## src/hdl/mrf_pkg.sv

```systemverilog
// ----------------------------------------------------------------------------
// mrf_pkg
// Shared types, frame byte indexes and the CRC-16/MODBUS byte update.
// ----------------------------------------------------------------------------
package mrf_pkg;

    localparam int unsigned IDX_W = 3;

    localparam logic [IDX_W-1:0] IDX_ADDR     = 3'd0;
    localparam logic [IDX_W-1:0] IDX_FUNC     = 3'd1;
    localparam logic [IDX_W-1:0] IDX_REG_HI   = 3'd2;
    localparam logic [IDX_W-1:0] IDX_REG_LO   = 3'd3;
    localparam logic [IDX_W-1:0] IDX_CNT_HI   = 3'd4;
    localparam logic [IDX_W-1:0] IDX_CNT_LO   = 3'd5;
    localparam logic [IDX_W-1:0] IDX_CRC_LO   = 3'd6;
    localparam logic [IDX_W-1:0] IDX_CRC_HI   = 3'd7;

    localparam logic [15:0] CRC_INIT = 16'hFFFF;
    localparam logic [15:0] CRC_POLY = 16'hA001;

    typedef struct packed {
        logic [7:0]  slave_address;
        logic [7:0]  function_code;
        logic [15:0] register_address;
        logic [15:0] register_count;
    } mrf_req_t;

    typedef struct packed {
        logic full;
        logic empty;
    } mrf_qstat_t;

    function automatic logic [15:0] crc_feed(input logic [15:0] crc_in,
                                             input logic [7:0]  data);
        logic [15:0] crc;
        crc = crc_in ^ {8'h00, data};
        for (int k = 0; k < 8; k++)
        begin
            if (crc[0])
            begin
                crc = (crc >> 1) ^ CRC_POLY;
            end
            else
            begin
                crc = crc >> 1;
            end
        end
        return crc;
    endfunction

endpackage

```

## src/hdl/modbus_rtu_request_framer.sv

```systemverilog
// ----------------------------------------------------------------------------
// modbus_rtu_request_framer
// Builds an 8-byte Modbus RTU request frame with CRC-16/MODBUS per request.
// ----------------------------------------------------------------------------
// Each accepted request produces eight frame_byte transfers: address, function,
// register address high/low, register count high/low, CRC low, CRC high, with
// last_byte set on the CRC high byte. The serializer emits one byte per cycle
// while out_ready does not stall it, and folds each header byte into the CRC as
// it is emitted; it finishes one request before starting the next. A request
// passes through the input stage register, the queue and the output byte
// register before its first byte appears; QUEUE_DEPTH requests (plus one in the
// input stage) can wait while the output is stalled.
module modbus_rtu_request_framer
#(
    parameter int unsigned QUEUE_DEPTH = 2
)
(
    input  logic        clk,
    input  logic        rst_n,
    input  logic        in_valid,
    output logic        in_ready,
    input  logic [7:0]  slave_address,
    input  logic [7:0]  function_code,
    input  logic [15:0] register_address,
    input  logic [15:0] register_count,
    output logic        out_valid,
    input  logic        out_ready,
    output logic [7:0]  frame_byte,
    output logic        last_byte
);

    logic                push_valid;
    logic                push_ready;
    mrf_pkg::mrf_req_t   push_data;
    logic                head_valid;
    logic                head_pop;
    mrf_pkg::mrf_req_t   head_data;
    mrf_pkg::mrf_qstat_t q_stat;

    mrf_front u_front
    (
        .clk              (clk),
        .rst_n            (rst_n),
        .in_valid         (in_valid),
        .in_ready         (in_ready),
        .slave_address    (slave_address),
        .function_code    (function_code),
        .register_address (register_address),
        .register_count   (register_count),
        .push_valid       (push_valid),
        .push_ready       (push_ready),
        .push_data        (push_data)
    );

    mrf_queue
    #(
        .DEPTH (QUEUE_DEPTH)
    )
    u_queue
    (
        .clk        (clk),
        .rst_n      (rst_n),
        .push_valid (push_valid),
        .push_ready (push_ready),
        .push_data  (push_data),
        .pop_valid  (head_valid),
        .pop_ready  (head_pop),
        .pop_data   (head_data),
        .stat       (q_stat)
    );

    mrf_back u_back
    (
        .clk        (clk),
        .rst_n      (rst_n),
        .head_valid (head_valid),
        .head_data  (head_data),
        .head_pop   (head_pop),
        .out_valid  (out_valid),
        .out_ready  (out_ready),
        .frame_byte (frame_byte),
        .last_byte  (last_byte)
    );

    a_pop_not_empty: assert property (@(posedge clk) disable iff (!rst_n)
        head_pop |-> !q_stat.empty)
        else $error("queue popped while empty");

    a_push_not_full: assert property (@(posedge clk) disable iff (!rst_n)
        (push_valid && push_ready) |-> !q_stat.full)
        else $error("queue pushed while full");

    a_in_lands: assert property (@(posedge clk) disable iff (!rst_n)
        (in_valid && in_ready) |=> push_valid)
        else $error("accepted request not held by input stage");

    a_pop_on_last: assert property (@(posedge clk) disable iff (!rst_n)
        head_pop |=> (out_valid && last_byte))
        else $error("request retired without last byte on output");

endmodule

```

## src/hdl/mrf_front.sv

```systemverilog
// ----------------------------------------------------------------------------
// mrf_front
// Input stage: takes a request and packs it into a header record for the queue.
// ----------------------------------------------------------------------------
module mrf_front
(
    input  logic              clk,
    input  logic              rst_n,
    input  logic              in_valid,
    output logic              in_ready,
    input  logic [7:0]        slave_address,
    input  logic [7:0]        function_code,
    input  logic [15:0]       register_address,
    input  logic [15:0]       register_count,
    output logic              push_valid,
    input  logic              push_ready,
    output mrf_pkg::mrf_req_t push_data
);

    logic              valid_reg;
    logic              valid_next;
    mrf_pkg::mrf_req_t data_reg;
    logic              in_xfer;

    assign in_ready   = !valid_reg || push_ready;
    assign in_xfer    = in_valid && in_ready;
    assign valid_next = in_xfer || (valid_reg && !push_ready);

    always_ff @(posedge clk or negedge rst_n)
    begin
        if (!rst_n)
        begin
            valid_reg <= 1'b0;
        end
        else
        begin
            valid_reg <= valid_next;
        end
    end

    always_ff @(posedge clk)
    begin
        if (in_xfer)
        begin
            data_reg.slave_address    <= slave_address;
            data_reg.function_code    <= function_code;
            data_reg.register_address <= register_address;
            data_reg.register_count   <= register_count;
        end
    end

    assign push_valid = valid_reg;
    assign push_data  = data_reg;

endmodule

```

## src/hdl/mrf_queue.sv

```systemverilog
// ----------------------------------------------------------------------------
// mrf_queue
// Short request FIFO between the input stage and the byte serializer.
// ----------------------------------------------------------------------------
module mrf_queue
#(
    parameter int unsigned DEPTH = 2
)
(
    input  logic                clk,
    input  logic                rst_n,
    input  logic                push_valid,
    output logic                push_ready,
    input  mrf_pkg::mrf_req_t   push_data,
    output logic                pop_valid,
    input  logic                pop_ready,
    output mrf_pkg::mrf_req_t   pop_data,
    output mrf_pkg::mrf_qstat_t stat
);

    localparam int unsigned PTR_W = $clog2(DEPTH);
    localparam int unsigned CNT_W = $clog2(DEPTH + 1);
    localparam logic [PTR_W-1:0] PTR_LAST = PTR_W'(DEPTH - 1);
    localparam logic [CNT_W-1:0] CNT_FULL = CNT_W'(DEPTH);

    mrf_pkg::mrf_req_t mem [DEPTH];
    logic [PTR_W-1:0]  wr_ptr_reg;
    logic [PTR_W-1:0]  wr_ptr_next;
    logic [PTR_W-1:0]  rd_ptr_reg;
    logic [PTR_W-1:0]  rd_ptr_next;
    logic [CNT_W-1:0]  count_reg;
    logic [CNT_W-1:0]  count_next;
    logic              push;
    logic              pop;

    assign stat.full  = (count_reg == CNT_FULL);
    assign stat.empty = (count_reg == '0);
    assign push_ready = !stat.full;
    assign pop_valid  = !stat.empty;
    assign push       = push_valid && push_ready;
    assign pop        = pop_valid && pop_ready;
    assign pop_data   = mem[rd_ptr_reg];

    always_comb
    begin
        wr_ptr_next = wr_ptr_reg;
        rd_ptr_next = rd_ptr_reg;
        count_next  = count_reg;
        if (push)
        begin
            wr_ptr_next = (wr_ptr_reg == PTR_LAST) ? '0 : wr_ptr_reg + 1'b1;
        end
        if (pop)
        begin
            rd_ptr_next = (rd_ptr_reg == PTR_LAST) ? '0 : rd_ptr_reg + 1'b1;
        end
        if (push && !pop)
        begin
            count_next = count_reg + 1'b1;
        end
        else if (pop && !push)
        begin
            count_next = count_reg - 1'b1;
        end
    end

    always_ff @(posedge clk or negedge rst_n)
    begin
        if (!rst_n)
        begin
            wr_ptr_reg <= '0;
            rd_ptr_reg <= '0;
            count_reg  <= '0;
        end
        else
        begin
            wr_ptr_reg <= wr_ptr_next;
            rd_ptr_reg <= rd_ptr_next;
            count_reg  <= count_next;
        end
    end

    always_ff @(posedge clk)
    begin
        if (push)
        begin
            mem[wr_ptr_reg] <= push_data;
        end
    end

endmodule

```

## src/hdl/mrf_back.sv

```systemverilog
// ----------------------------------------------------------------------------
// mrf_back
// Byte serializer: walks the queued request one frame byte per transfer,
// folds each header byte into the CRC and appends the CRC low and high bytes.
// ----------------------------------------------------------------------------
module mrf_back
(
    input  logic              clk,
    input  logic              rst_n,
    input  logic              head_valid,
    input  mrf_pkg::mrf_req_t head_data,
    output logic              head_pop,
    output logic              out_valid,
    input  logic              out_ready,
    output logic [7:0]        frame_byte,
    output logic              last_byte
);

    logic [mrf_pkg::IDX_W-1:0] idx_reg;
    logic [mrf_pkg::IDX_W-1:0] idx_next;
    logic [15:0]               crc_reg;
    logic [15:0]               crc_next;
    logic                      out_valid_reg;
    logic                      out_valid_next;
    logic [7:0]                byte_reg;
    logic                      last_reg;
    logic [7:0]                byte_sel;
    logic                      is_last;
    logic                      fire;

    assign fire     = head_valid && (!out_valid_reg || out_ready);
    assign is_last  = (idx_reg == mrf_pkg::IDX_CRC_HI);
    assign head_pop = fire && is_last;

    always_comb
    begin
        unique case (idx_reg)
            mrf_pkg::IDX_ADDR:   byte_sel = head_data.slave_address;
            mrf_pkg::IDX_FUNC:   byte_sel = head_data.function_code;
            mrf_pkg::IDX_REG_HI: byte_sel = head_data.register_address[15:8];
            mrf_pkg::IDX_REG_LO: byte_sel = head_data.register_address[7:0];
            mrf_pkg::IDX_CNT_HI: byte_sel = head_data.register_count[15:8];
            mrf_pkg::IDX_CNT_LO: byte_sel = head_data.register_count[7:0];
            mrf_pkg::IDX_CRC_LO: byte_sel = crc_reg[7:0];
            mrf_pkg::IDX_CRC_HI: byte_sel = crc_reg[15:8];
            default:             byte_sel = '0;
        endcase
    end

    always_comb
    begin
        idx_next = idx_reg;
        crc_next = crc_reg;
        if (fire)
        begin
            idx_next = idx_reg + 1'b1;
            if (is_last)
            begin
                crc_next = mrf_pkg::CRC_INIT;
            end
            else if (idx_reg < mrf_pkg::IDX_CRC_LO)
            begin
                crc_next = mrf_pkg::crc_feed(crc_reg, byte_sel);
            end
        end
    end

    assign out_valid_next = fire || (out_valid_reg && !out_ready);

    always_ff @(posedge clk or negedge rst_n)
    begin
        if (!rst_n)
        begin
            idx_reg       <= mrf_pkg::IDX_ADDR;
            crc_reg       <= mrf_pkg::CRC_INIT;
            out_valid_reg <= 1'b0;
        end
        else
        begin
            idx_reg       <= idx_next;
            crc_reg       <= crc_next;
            out_valid_reg <= out_valid_next;
        end
    end

    always_ff @(posedge clk)
    begin
        if (fire)
        begin
            byte_reg <= byte_sel;
            last_reg <= is_last;
        end
    end

    assign out_valid  = out_valid_reg;
    assign frame_byte = byte_reg;
    assign last_byte  = last_reg;

endmodule
```

## config.mk

```make
export PLATFORM = sky130hd
export DESIGN_NAME = modbus_rtu_request_framer
export DESIGN_NICKNAME = d
export VERILOG_FILES = /design/src/hdl/mrf_pkg.sv /design/src/hdl/modbus_rtu_request_framer.sv /design/src/hdl/mrf_front.sv /design/src/hdl/mrf_queue.sv /design/src/hdl/mrf_back.sv
export SDC_FILE = /design/constraint.sdc
export NUM_CORES = 1
export LEC_CHECK = 0
export BUFFER_PORTS_ARGS = -buffer_cell sky130_fd_sc_hd__clkbuf_2
export CAP_MARGIN = 20
export CORE_MARGIN = 5
export CORE_UTILIZATION = 50
export DETAILED_ROUTE_END_ITERATION = 8
export HOLD_SLACK_MARGIN = 0.12
export PLACE_DENSITY_LB_ADDON = 0.15
export SETUP_SLACK_MARGIN = 0.02
export SLEW_MARGIN = 20
export SYNTH_ARGS = -nofsm -noshare
export SYNTH_HDL_FRONTEND = slang
export SYNTH_SLANG_ARGS = --single-unit
```

## constraint.sdc

```tcl
create_clock -name clk -period 8 [get_ports clk]
set_clock_uncertainty 0.2 [all_clocks]
set_input_delay 0.4 -clock clk [delete_from_list [all_inputs] [get_ports clk]]
set_output_delay 0.4 -clock clk [all_outputs]
set_load 0.02 [all_outputs]
```

-- After elaboration in Yosys (flattened, before gate mapping)
Memories as Yosys holds them, arrays and structs flattened.
Cells that the tools add are included.
Widths: inputs -> output; s select.
- register bits: 82
- RAM bits: 96
- output and inout port bits: 11
- logic and storage cells: 100
- memories kept: 1
- memories (memory ; words ; width ; read ports ; clocked after Yosys merged registers in ; write ports ; RTL line ; source):
    u_queue.mem ; 2 ; 48 ; 1 ; 0 ; 1 ; mrf_queue.sv:26 ; mrf_pkg::mrf_req_t mem [DEPTH];
- add/subtract/negate cells: 5
- $lt $le $gt $ge: 1
- equality and inequality tests: 8
- multiplexer cells: 38
- bitwise operators: 9
- reductions and logical operators: 25
- operators by type and width (operator ; count):
    $mux 16 ; 31
    $pmux 8 s8 ; 1
    $not 2->3 ; 8
    $xor 16x8->16 ; 1
    $eq 3x3->1 const B ; 4
    $logic_and 1x1->1 ; 9
    $logic_not 1->1 ; 7
    $eq 3x2->1 const B ; 2
    $logic_or 1x1->1 ; 4
    $mux 1 ; 4
    $mux 2 ; 2
    $reduce_bool 2->1 ; 2
    $add 3x1->3 const B ; 1
    $eq 3x1->1 const B ; 1
    $logic_not 3->1 ; 1
    $lt 3x3->1 const B ; 1
    $add 1x1->1 const B ; 2
    $add 2x1->2 const B ; 1
    $eq 2x2->1 const B ; 1
    $logic_not 2->1 ; 1
    $reduce_and 2->1 ; 1
    $sub 2x1->2 const B ; 1

-- Depth between registers and ports, before layout
- word-level depth: 42
- depth in mapped cells: 14
- mapped depth without buffers: 10

-- Cells and area by module
A second synthesis with hierarchy kept.
- cells, all modules: 401
- area, all modules: 7073.0 sq um
- by module, submodules not included (module ; times used ; cells each ; area each (sq um) ; sequential area each (sq um)):
    mrf_queue ; 1 ; 169 ; 3711.1 ; 2982.9
    mrf_back ; 1 ; 180 ; 1866.8 ; 790.8
    mrf_front ; 1 ; 52 ; 1495.2 ; 1466.4

-- Worst setup path before layout
Ideal clock, no wire load.
- path type: register to register
- from: reg u_back.idx_reg[2] (netlist name)
- to: reg u_back.crc_reg[0]
- library setup time: 0.073 ns
- arrival time: 3.505 ns
- data required time: 7.727 ns
- slack: 4.222 ns
- stages on the path, launching flop included: 14
- cell sequence: dfrtp_1 buf_2 buf_1 inv_1 ha_1 or4_4 buf_6 or4_1 o311a_1 o311ai_2 xnor2_1 xor3_1 xnor3_1 a21oi_1
- longest elaborated chain between the ends: 35
- RTL lines (what ; RTL line ; source):
    start: declaration ; mrf_back.sv:19 ; logic [mrf_pkg::IDX_W-1:0] idx_reg;
    start signal: assignment ; mrf_back.sv:74 ; idx_reg <= mrf_pkg::IDX_ADDR;
    start signal: assignment ; mrf_back.sv:80 ; idx_reg <= idx_next;
    $eq 3x3->1 (tied with other cells) ; mrf_back.sv:32, mrf_back.sv:37 ;
    $pmux 8 s8 ; mrf_back.sv:37 ; unique case (idx_reg)
    $xor 16x8->16 ; mrf_pkg.sv:36 ; crc = crc_in ^ {8'h00, data};
    $mux 16 / $not 2->3 (equally long branches) ; n/a ;
    $mux 16 (on tied branches) ; mrf_back.sv:61, mrf_pkg.sv:39 ;
    $mux 16 (on tied branches) ; mrf_back.sv:57, mrf_back.sv:61 ;
    $mux 16 (on tied branches) ; mrf_back.sv:54, mrf_back.sv:57 ;
    $mux 16 (tied with other cells) ; mrf_pkg.sv:39 ; if (crc[0])
    [19 not listed] ; n/a ;
    $not 2->3 (no source line) / $mux 16 (equally long branches) ; n/a ;
    $mux 16 ; mrf_pkg.sv:39 ;
    $mux 16 ; mrf_back.sv:61 ; else if (idx_reg < mrf_pkg::IDX_CRC_LO)
    $mux 16 ; mrf_back.sv:57 ; if (is_last)
    $mux 16 ; mrf_back.sv:54 ; if (fire)
    $mux 16 ; mrf_pkg.sv:39 ;
    $mux 16 ; mrf_back.sv:61 ;
    $mux 16 ; mrf_back.sv:57 ;
    end signal: assignment ; mrf_back.sv:75 ; crc_reg <= mrf_pkg::CRC_INIT;
    end signal: assignment ; mrf_back.sv:81 ; crc_reg <= crc_next;
    end: declaration ; mrf_back.sv:21 ; logic [15:0] crc_reg;
Several ways; a longest one is shown, not always the timed one. The select of a mux whose other input is x is not followed.
A chain may end at the register's enable or synchronous reset.

-- Final worst setup path
- from: reg u_back.idx_reg[2] (netlist name)
- to: reg u_back.crc_reg[0]
- longest elaborated chain between the ends: 35
- RTL lines (what ; RTL line ; source):
    $eq 3x3->1 (tied with other cells) ; mrf_back.sv:37 ;
    $pmux 8 s8 (*) ; mrf_back.sv:37 ;
    named net u_back.byte_sel[1] ; mrf_back.sv:27 ; logic [7:0] byte_sel;
    $xor 16x8->16 (*) ; mrf_pkg.sv:36 ;
    $not 2->3 (no source line) ; n/a ;
    $mux 16 (*) ; mrf_pkg.sv:39 ;
    $mux 16 (*) ; mrf_back.sv:61 ;
    $mux 16 (*) ; mrf_back.sv:57 ;
    [20 not listed] ; n/a ;
    $mux 16 (*) ; mrf_back.sv:54 ;
    $mux 16 (*) ; mrf_pkg.sv:39 ;
    $mux 16 (*) ; mrf_back.sv:61 ;
    $mux 16 (*) ; mrf_back.sv:57 ;
    $mux 16 (*) ; mrf_back.sv:54 ;
    $mux 16 (*) ; mrf_pkg.sv:39 ;
    $mux 16 (*) ; mrf_back.sv:61 ;
    $mux 16 (*) ; mrf_back.sv:57 ;
The timed path passes the listed nets; every way through them passes the cells marked *. The select of a mux whose other input is x is not followed.

==> impl_metrics.json <==
{
  "synth_area_per_cell_um2": 16.7,
  "wl_per_cell_um": 18.6,
  "synth_cell_types": 58,
  "portBuffers": 62,
  "syn_area_mm2": 0.00712,
  "areaGrowthSynthToFinish_pct": 22.1,
  "clk_latency_ns": 0.43,
  "yosys-top-cells-area": "edfxtp_1 65%, dfstp_2 5.9%, mux2i_1 4.4%",
  "p_total_mw": 4.21,
  "core_mm2": 0.0139,
  "hold_depth": 0,
  "worstSetupEndpointType": "flip-flop",
  "yosys_warnings": 0,
  "antenna_cells": 0,
  "hold_end": "u_queue.mem[1][47]",
  "critPathKind": "reg -> reg",
  "timing.rr.end": "u_back.crc_reg[0]",
  "regArea_mm2": 0.00524,
  "fill_cells": 1033,
  "synth_nets": 485,
  "period_needed_ns": 4.31,
  "drv_cap": 0,
  "cts_tree": "yes",
  "hold_start": "u_front.push_data[47]",
  "yosys.area.top_type": "edfxtp_1",
  "async_flop_share": 0.140,
  "reg2reg_from": "u_back.idx_reg[2]",
  "start_kind": "flip-flop",
  "multiInputGateArea_mm2": 0.00174,
  "ys_seq_area_frac": 0.736,
  "fmax_ghz": 0.232,
  "startpoint": "u_back.idx_reg[2]",
  "synth_edf_count": 153,
  "grt_overflow": 0,
  "initial_core_util": 0.511,
  "h-tree-depth": 4,
  "gp_congestion": 0.836,
  "nNetsFinal": 603,
  "synth_seq_cells": 178,
  "die-area_mm2": 0.0167,
  "hpwl_um": 8450,
  "postCtsHoldBufs": 51,
  "critPathMaxFanout": 23,
  "grt_max_degree": 49,
  "num_vias": 3942,
  "die_w_um": 129,
  "drt_iter0_drc": 277,
  "rsz0062_at_grt": "false",
  "drtPass1Iterations": 4,
  "p_leak_nw": 3.20,
  "cts_post_setup_buffers_inserted": 0,
  "setup_viol": 0,
  "synth_flop_cell": "edfxtp_1",
  "yosysTopAreaCellShare": 0.645,
  "hp-class": "reg -> reg",
  "wirelength_um": 13700,
  "reg2regPathDepth": 10,
  "setup_tns_ns": 0,
  "viasPerCell": 5.35,
  "final_layout_size_suffix_gt1_frac": 0.241,
  "rows": 43,
  "cts_sinks": 178,
  "antenna_found_initial": 0,
  "slew_headroom": 0.424,
  "fin_crit_sh": 0.538,
  "crit_required_ns": 8.16,
  "ios": 63,
  "peakVddDrop_v": 0.000307,
  "largest_reg_flops": 96,
  "clockBufferDepth": 2,
  "grt_pass1_wl_um": 22700,
  "hold_viol": 0,
  "synth_cells": 426,
  "grt_usage": 0.182,
  "drtAntennaViolNets": 0,
  "numCtsBuffers": 17,
  "arrival_ns": 4.47,
  "powerDensity_mw_per_mm2": 485,
  "clkTransAtPathRegs_ns": 0.07,
  "clockRootBuffer": "clkbuf_16",
  "ctsResizeCount": 0,
  "route.detailed.drc": 0,
  "r2r_slack_ns": 3.69,
  "worstMarginPinSlew_ns": 0.864,
  "status": "finished, final reports clean",
  "grt_pass1_vias": 4182,
  "chipHeight_um": 129,
  "drv_slew": 0
}
-- area by class of cell --
cell class,instances,area share
Sequential cell,178,0.603
Multi-Input combinational cell,219,0.200
Tap cell,180,0.0259
Timing Repair Buffer,117,0.0978
Clock inverter,14,0.0191
Clock buffer,18,0.0494
Inverter,11,0.00475
-- worst max-delay path by stage --
stage,end,slack [ns],cells past startpoint
floorplan,u_back.crc_reg[0],4.22,13
global placement,u_back.crc_reg[0],3.85,9
detailed placement,u_back.crc_reg[0],3.73,10
CTS,u_back.crc_reg[0],3.73,10
global route,u_back.crc_reg[0],3.44,10
finish,u_back.crc_reg[0],3.69,10
-- cells by family (layout without fill, tap and decap cells) --
family          after synthesis  after routing  share of synthesized area
buf+inv                      29            160                     0.0211
mux                          41             41                     0.0673
fa+ha+maj                     7              7                     0.0123
simple gates                 74             74                     0.0546
flops                       178            178                      0.736
xor+xnor                     26             26                     0.0381
compound gates               71             71                     0.0706
-- routing by layer --
metal / up-vias / GRT usage / routed length [um]
li1: 1894 / - / -
met1: 1947 / 0.247 / 6240
met2: 92 / 0.282 / 6670
met3: 9 / 0.0548 / 625
met4: 0 / 0.0686 / 148
met5: - / 0 / 0
-- Yosys cell counts, drive strengths merged, types with 9 or more instances --
master and count:
buf 11, nand2 20, o21ai 15, a21oi 17, mux2i 31, xnor2 19
inv 11, dfstp 16, nor2 22, edfxtp 153, dfrtp 9
-- stage by stage --
step                area, um2  worst slack (ns)   util  hold slack (ns)  instances
detailed placement       7590              3.73  0.545            0.232        654
global placement         7590              3.85  0.545            0.225        654
global route             8700              3.44  0.624            0.260        737
CTS                      8690              3.73  0.624            0.250        737
floorplan                7120              4.22      -          -0.0956        426
finish                   8700              3.69  0.624            0.245        737
-- critical path, cell delays in order, from the launching register on --
cell and delay, ns:
dfrtp_1 0.91, inv_1 0.19, ha_1 0.33, or4_4 0.61
nor2_8 0.26, a211oi_1 0.11, a22oi_2 0.24, xor2_1 0.35
xnor3_2 0.55, xnor3_1 0.34, a21oi_1 0.14
-- report_power, final --
group	leakage [nW]	internal, mW	switching, mW	total, mW
clock network	0.290	0.472	0.365	0.837
logic	1.19	0.844	0.970	1.81
registers	1.72	1.40	0.159	1.56
total	3.20	2.72	1.49	4.21
-- cell usage in the layout, fill, tap and decap left out, drive strengths merged, types with 3 or more instances in the layout --
cell type    instances
and2                 3
a32oi                4
nand2               20
ha                   7
inv                 20
edfxtp             153
mux2                 5
a21oi               17
o22ai                7
dfstp               16
o21ai               15
nor4                 5
a22oi                4
clkbuf              80
dfrtp                9
buf                  4
xor2                 4
xnor2               19
o211ai               4
a31oi                3
mux2i               31
nor2                22
nand2b               6
or4                  3
dlygate4sd3         51
nand3                5
mux4                 5
Power figures use the tool's default switching activity.
